--- config.mk ---
export PLATFORM = sky130hd
export DESIGN_NAME = gtcw_span_clip
export DESIGN_NICKNAME = d
export VERILOG_FILES = /design/src/rtl/gtcw_pkg.sv /design/src/rtl/gtcw_span_clip.sv
export SDC_FILE = /design/constraint.sdc
export NUM_CORES = 1
export LEC_CHECK = 0
export CAP_MARGIN = 0
export CORE_MARGIN = 4
export CORE_UTILIZATION = 60
export DETAILED_ROUTE_END_ITERATION = 8
export DONT_BUFFER_PORTS = 1
export PLACE_DENSITY = 0.83
export SYNTH_ARGS = -nofsm -noshare
export SYNTH_HDL_FRONTEND = slang
export SYNTH_SLANG_ARGS = --single-unit
--- constraint.sdc ---
create_clock -name vclk -period 8.1
set_clock_uncertainty 0.1 [all_clocks]
set_input_delay 0.81 -clock vclk [all_inputs]
set_output_delay 0.81 -clock vclk [all_outputs]
set_load 0.03 [all_outputs]
--- src/rtl/gtcw_pkg.sv ---
`default_nettype none
// ----------------------------------------------------------------------------
// gtcw_pkg: shared types and constants of the glyph window generator
// Holds the 6x8 font ROM, coordinate widths, register indexes and the
// window type that passes between the cell sequencer and the output stage.
// ----------------------------------------------------------------------------
package gtcw_pkg;

    // Font ROM geometry and the range of codes it holds.
    localparam int ROM_COLUMNS = 6;
    localparam int ROM_ROWS    = 8;
    localparam int ROM_IDX_W   = 3;
    localparam int FIRST_CODE  = 32;
    localparam int LAST_CODE   = 126;

    // Default glyph scan size.
    localparam int GLYPH_COLUMNS_DEF = 6;
    localparam int GLYPH_ROWS_DEF    = 8;

    // Signed cell coordinate width: a 16-bit position plus up to 16 scaled cells.
    localparam int COORD_W = 19;

    // Register reset values.
    localparam logic [8:0] SCREEN_WIDTH_RST  = 9'd135;
    localparam logic [8:0] SCREEN_HEIGHT_RST = 9'd240;
    localparam logic [7:0] COL_OFFSET_RST    = 8'd52;
    localparam logic [7:0] ROW_OFFSET_RST    = 8'd40;

    // Configuration register indexes.
    typedef enum logic [1:0] {
        REG_SCREEN_WIDTH  = 2'd0,
        REG_SCREEN_HEIGHT = 2'd1,
        REG_COL_OFFSET    = 2'd2,
        REG_ROW_OFFSET    = 2'd3
    } reg_index_t;

    // One glyph: column 0 is the leftmost byte, bit 0 of a byte is the top row.
    typedef logic [0:ROM_COLUMNS-1][7:0] glyph_t;

    // One panel window with its fill color.
    typedef struct packed {
        logic [15:0] fill_color;
        logic [9:0]  y_end;
        logic [9:0]  y_start;
        logic [9:0]  x_end;
        logic [9:0]  x_start;
    } win_t;

    // Font lookup; every code outside the printable range gets the question mark.
    function automatic glyph_t font_glyph(input logic [7:0] code);
        glyph_t g;
        unique case (code)
            8'h20: g = 48'h000000000000;
            8'h21: g = 48'h00005F000000;
            8'h22: g = 48'h000700070000;
            8'h23: g = 48'h147F147F1400;
            8'h24: g = 48'h242A7F2A1200;
            8'h25: g = 48'h231308646200;
            8'h26: g = 48'h364955225000;
            8'h27: g = 48'h000503000000;
            8'h28: g = 48'h001C22410000;
            8'h29: g = 48'h0041221C0000;
            8'h2A: g = 48'h082A1C2A0800;
            8'h2B: g = 48'h08083E080800;
            8'h2C: g = 48'h005030000000;
            8'h2D: g = 48'h080808080800;
            8'h2E: g = 48'h006060000000;
            8'h2F: g = 48'h201008040200;
            8'h30: g = 48'h3E5149453E00;
            8'h31: g = 48'h00427F400000;
            8'h32: g = 48'h426151494600;
            8'h33: g = 48'h2141454B3100;
            8'h34: g = 48'h1814127F1000;
            8'h35: g = 48'h274545453900;
            8'h36: g = 48'h3C4A49493000;
            8'h37: g = 48'h017109050300;
            8'h38: g = 48'h364949493600;
            8'h39: g = 48'h064949291E00;
            8'h3A: g = 48'h003636000000;
            8'h3B: g = 48'h005636000000;
            8'h3C: g = 48'h000814224100;
            8'h3D: g = 48'h141414141400;
            8'h3E: g = 48'h412214080000;
            8'h3F: g = 48'h020151090600;
            8'h40: g = 48'h324979413E00;
            8'h41: g = 48'h7E1111117E00;
            8'h42: g = 48'h7F4949493600;
            8'h43: g = 48'h3E4141412200;
            8'h44: g = 48'h7F4141221C00;
            8'h45: g = 48'h7F4949494100;
            8'h46: g = 48'h7F0909010100;
            8'h47: g = 48'h3E4141513200;
            8'h48: g = 48'h7F0808087F00;
            8'h49: g = 48'h00417F410000;
            8'h4A: g = 48'h2040413F0100;
            8'h4B: g = 48'h7F0814224100;
            8'h4C: g = 48'h7F4040404000;
            8'h4D: g = 48'h7F0204027F00;
            8'h4E: g = 48'h7F0408107F00;
            8'h4F: g = 48'h3E4141413E00;
            8'h50: g = 48'h7F0909090600;
            8'h51: g = 48'h3E4151215E00;
            8'h52: g = 48'h7F0919294600;
            8'h53: g = 48'h464949493100;
            8'h54: g = 48'h01017F010100;
            8'h55: g = 48'h3F4040403F00;
            8'h56: g = 48'h1F2040201F00;
            8'h57: g = 48'h7F2018207F00;
            8'h58: g = 48'h631408146300;
            8'h59: g = 48'h030478040300;
            8'h5A: g = 48'h615149454300;
            8'h5B: g = 48'h00007F414100;
            8'h5C: g = 48'h020408102000;
            8'h5D: g = 48'h41417F000000;
            8'h5E: g = 48'h040201020400;
            8'h5F: g = 48'h404040404000;
            8'h60: g = 48'h000102040000;
            8'h61: g = 48'h205454547800;
            8'h62: g = 48'h7F4844443800;
            8'h63: g = 48'h384444442000;
            8'h64: g = 48'h384444487F00;
            8'h65: g = 48'h385454541800;
            8'h66: g = 48'h087E09010200;
            8'h67: g = 48'h081454543C00;
            8'h68: g = 48'h7F0804047800;
            8'h69: g = 48'h00447D400000;
            8'h6A: g = 48'h2040443D0000;
            8'h6B: g = 48'h007F10284400;
            8'h6C: g = 48'h00417F400000;
            8'h6D: g = 48'h7C0418047800;
            8'h6E: g = 48'h7C0804047800;
            8'h6F: g = 48'h384444443800;
            8'h70: g = 48'h7C1414140800;
            8'h71: g = 48'h081414187C00;
            8'h72: g = 48'h7C0804040800;
            8'h73: g = 48'h485454542000;
            8'h74: g = 48'h043F44402000;
            8'h75: g = 48'h3C4040207C00;
            8'h76: g = 48'h1C2040201C00;
            8'h77: g = 48'h3C4030403C00;
            8'h78: g = 48'h442810284400;
            8'h79: g = 48'h0C5050503C00;
            8'h7A: g = 48'h4464544C4400;
            8'h7B: g = 48'h000836410000;
            8'h7C: g = 48'h00007F000000;
            8'h7D: g = 48'h004136080000;
            8'h7E: g = 48'h08082A1C0800;
            // Control codes and the upper half fall back to the question mark.
            default: g = 48'h020151090600;
        endcase
        return g;
    endfunction

endpackage
`default_nettype wire

--- src/rtl/gtcw_span_clip.sv ---
`default_nettype none
// ----------------------------------------------------------------------------
// gtcw_span_clip: clip one scaled cell span to the screen
// Takes the span [lo, lo+len-1], clips it to [0, limit-1], reports whether
// anything remains, and returns both ends moved by the panel offset.
// ----------------------------------------------------------------------------
module gtcw_span_clip
    import gtcw_pkg::*;
(
    input  wire logic signed [COORD_W-1:0] lo,
    input  wire logic        [7:0]         len,
    input  wire logic        [8:0]         limit,
    input  wire logic        [7:0]         offset,
    output logic                           keep,
    output logic             [9:0]         span_start,
    output logic             [9:0]         span_end
);

    logic signed [COORD_W:0] lo_ext;
    logic signed [COORD_W:0] hi_pos;
    logic signed [COORD_W:0] top;
    logic signed [COORD_W:0] lo_c;
    logic signed [COORD_W:0] hi_c;

    // Raw span end and the last visible coordinate.
    assign lo_ext = {lo[COORD_W-1], lo};
    assign hi_pos = lo_ext + signed'({{(COORD_W+1-8){1'b0}}, len}) - (COORD_W+1)'(1);
    assign top    = signed'({{(COORD_W+1-9){1'b0}}, limit}) - (COORD_W+1)'(1);

    // Clamp both ends; the span survives only if they stay in order.
    assign lo_c = lo_ext[COORD_W] ? '0 : lo_ext;
    assign hi_c = (hi_pos > top) ? top : hi_pos;
    assign keep = (lo_c <= hi_c);

    // A kept span lies in 0..510, so nine bits carry it before the offset.
    assign span_start = {1'b0, lo_c[8:0]} + {2'b00, offset};
    assign span_end   = {1'b0, hi_c[8:0]} + {2'b00, offset};

endmodule
`default_nettype wire
==> results_dict.tcl <==
set metrics [dict create \
    grt_pass1_vias 2765 \
    clock_buffers 0 \
    hold_end "span_end[0]" \
    first_pass_iters 4 \
    area_used_by_multi_input_combinational_logic_um2 2730 \
    worst_hold_path.num_cells 1 \
    remaining_routing_drc_violations 0 \
    critPathArrivalTime_ns 6.72 \
    timing.fmax_mhz 131 \
    slew_headroom_pct 38.9 \
    crit_path_top_delay_cell "sky130_fd_sc_hd__or4_1" \
    worst_path_most_repeated_cell "sky130_fd_sc_hd__ha_1" \
    post_synth_design_cell_area_um2 3000 \
    grt_start_max_net_pins 23 \
    worstMarginPinSlew_ns 0.906 \
    antenna_found_initial 0 \
    fillerInstances 454 \
    rows 25 \
    grt_usage_pct 22.3 \
    place.gp.congestion 0.923 \
    syn_avg_cell_area_um2 7.47 \
    setup.worst_path.class "in2out" \
    vias_per_cell 5.81 \
    design.core.area_um2 4790 \
    gr-max-usage-layer "met2" \
    routed_wire_length_per_instance_um 14.8 \
    max_stage_delay_ns 0.54 \
    met1_usage_pct 28.6 \
    min-delay-start "offset[0]" \
    grt_pass1_wl_mm 11.8 \
    report.final.setup_viol 0 \
    postSynthCellCount 402 \
    synth.most_common_cell "sky130_fd_sc_hd__ha_1" \
    library_cell_occupying_the_most_area_in_the_post_synthesis_netlist "sky130_fd_sc_hd__ha_1" \
    drv_cap 0 \
    port-buffer-count 0 \
    vdd_ir_drop_max_mv 0.128 \
    final_period_minus_worst_setup_slack_ns 7.63 \
    tns_ns 0 \
    min_path_type "in2out" \
    hold_viol 0 \
    dp_hpwl_mm 6.12 \
    syn_to_final_growth_pct 3.54 \
    cts_resized 0 \
    start_util_pct 62.7 \
    critPathRequiredTime_ns 7.19 \
    setup.worst_path.start "lo[1]" \
    cells_taking_the_most_area_after_synthesis "sky130_fd_sc_hd__ha_1 (34%), sky130_fd_sc_hd__inv_1 (8.4%), sky130_fd_sc_hd__a21oi_1 (7.2%), sky130_fd_sc_hd__xnor2_1 (7.0%), sky130_fd_sc_hd__a21o_1 (5.3%)" \
    ant_nets 0 \
    synth.yosys.seq_area_share_pct 0 \
    grt_setup_unrepaired "false" \
    finalWorstSetupSlack_ns 0.466 \
    synth.distinct_cells 56 \
    drive_gt1_share_pct 8.19 \
    cellPowerDensity_nw_per_um2 149 \
    critical_path.max_fanout 22 \
    die_y_um 78.7 \
    final.period_utilization_pct 94.2 \
    most_frequent_cells_after_synthesis "sky130_fd_sc_hd__ha_1 (81), sky130_fd_sc_hd__inv_1 (67), sky130_fd_sc_hd__a21oi_1 (43)" \
    detailroute.via_count 2730 \
    pre_cts_slack_ns 0.222 \
    grtUsageMet3_pct 2.38 \
    layout.area.seq_um2 0 \
    synth_warnings 0 \
    run_status "finished clean" \
    cts_post_setup_buffers_inserted 0 \
    grt_overflow 0 \
    n_sequential_cell 0 \
    io_pins 65 \
    postRouteWirelength_mm 6.94 \
    n_antenna_cell 0 \
    top_cell_type_s_share_of_synthesized_area_pct 33.8 \
    syn-num-nets 530 \
    leakagePower_nw 1.62 \
    detail_route.iter0.violations 83 \
    critical_path.endpoint_type "primary output" \
    die_w_um 78.7 \
    timing_max_transition_violations_final 0 \
    use_met2_pct 41.1 \
    design.die.area_um2 6200 \
    ctsHoldBuffers 0 \
    finish.net_count 533 \
    critical_path.startpoint_type "primary input" \
]
[worst max-delay path: cells and delay by family]
family | cells | cell delay [ns]
AOI/OAI and AO/OA | 11 | 1.98
buffers and inverters | 4 | 0.54
xor gates and xnor gates | 1 | 0.19
and+or+nand+nor | 8 | 1.58
adders and majority gates | 5 | 1.60
[cell type report]
cell class / instances / area share [%]
Timing Repair Buffer: 6 / 1.45
Multi-Input combinational cell: 330 / 87.8
Tap cell: 67 / 2.70
Inverter: 67 / 8.09
[cells by family after synthesis]
| family | count (synthesis) | share of synthesized area, % |
|---|---|---|
| adder cells (fa/ha/maj) | 84 | 35.8 |
| AO/OA/AOI/OAI | 116 | 28.1 |
| XOR/XNOR | 35 | 10.5 |
| AND/OR/NAND/NOR | 92 | 15.0 |
| multiplexers | 3 | 1.13 |
| buffers and inverters | 72 | 9.55 |
[per-stage QoR]
stage / hold WS [ns] / power (mW) / utilization, % / std cells / cell area (um2)
after floorplan: 1.79 / 0.374 / - / 402 / 3000
after global placement: 1.80 / 0.445 / 64.7 / 470 / 3100
after detailed placement: 1.80 / 0.454 / 64.7 / 470 / 3100
after CTS: 1.80 / 0.459 / 64.7 / 470 / 3100
after global routing: 1.80 / 0.510 / 64.9 / 470 / 3110
final: 1.80 / 0.462 / 64.9 / 470 / 3110
[worst max-delay path by stage]
stage	slack, ns	end
2_1_floorplan	0.84	keep
3_5_place_dp	0.22	keep
6_report	0.47	keep
3_3_place_gp	0.48	keep
5_1_grt	0.01	span_end[8]
4_1_cts	0.19	keep
[placed cells by master, fill, tap and decap left out, types with 4 or more instances in the layout]
cell                       synthesis  routed
sky130_fd_sc_hd__o21ai_0          14      13
sky130_fd_sc_hd__nor3_1            8       8
sky130_fd_sc_hd__nand4_1           7       7
sky130_fd_sc_hd__buf_4             0       6
sky130_fd_sc_hd__xor2_1           10      10
sky130_fd_sc_hd__a21oi_1          43      43
sky130_fd_sc_hd__xnor2_1          24      24
sky130_fd_sc_hd__nand2_1          14      14
sky130_fd_sc_hd__nand3_1           7       6
sky130_fd_sc_hd__o211ai_1          4       4
sky130_fd_sc_hd__inv_1            67      67
sky130_fd_sc_hd__ha_1             81      81
sky130_fd_sc_hd__a21o_1           21      21
sky130_fd_sc_hd__nor2b_1           5       5
sky130_fd_sc_hd__nor2_1           35      35
sky130_fd_sc_hd__nand2b_1          6       6
[routing by layer]
metal  vias to the layer above  share of wire [%]
met1                      1248                 46
met5                         -                  0
met3                         6                4.2
met2                        53                 49
met4                         0               0.86
li1                       1423                  -
[where the power goes]
part	internal, mW	total (mW)	switching [mW]
Clock	0	0	0
Sequential	0	0	0
Combinational	0.177	0.462	0.285
Total	0.177	0.462	0.285
Note: power is estimated with default switching activity, not from simulation.
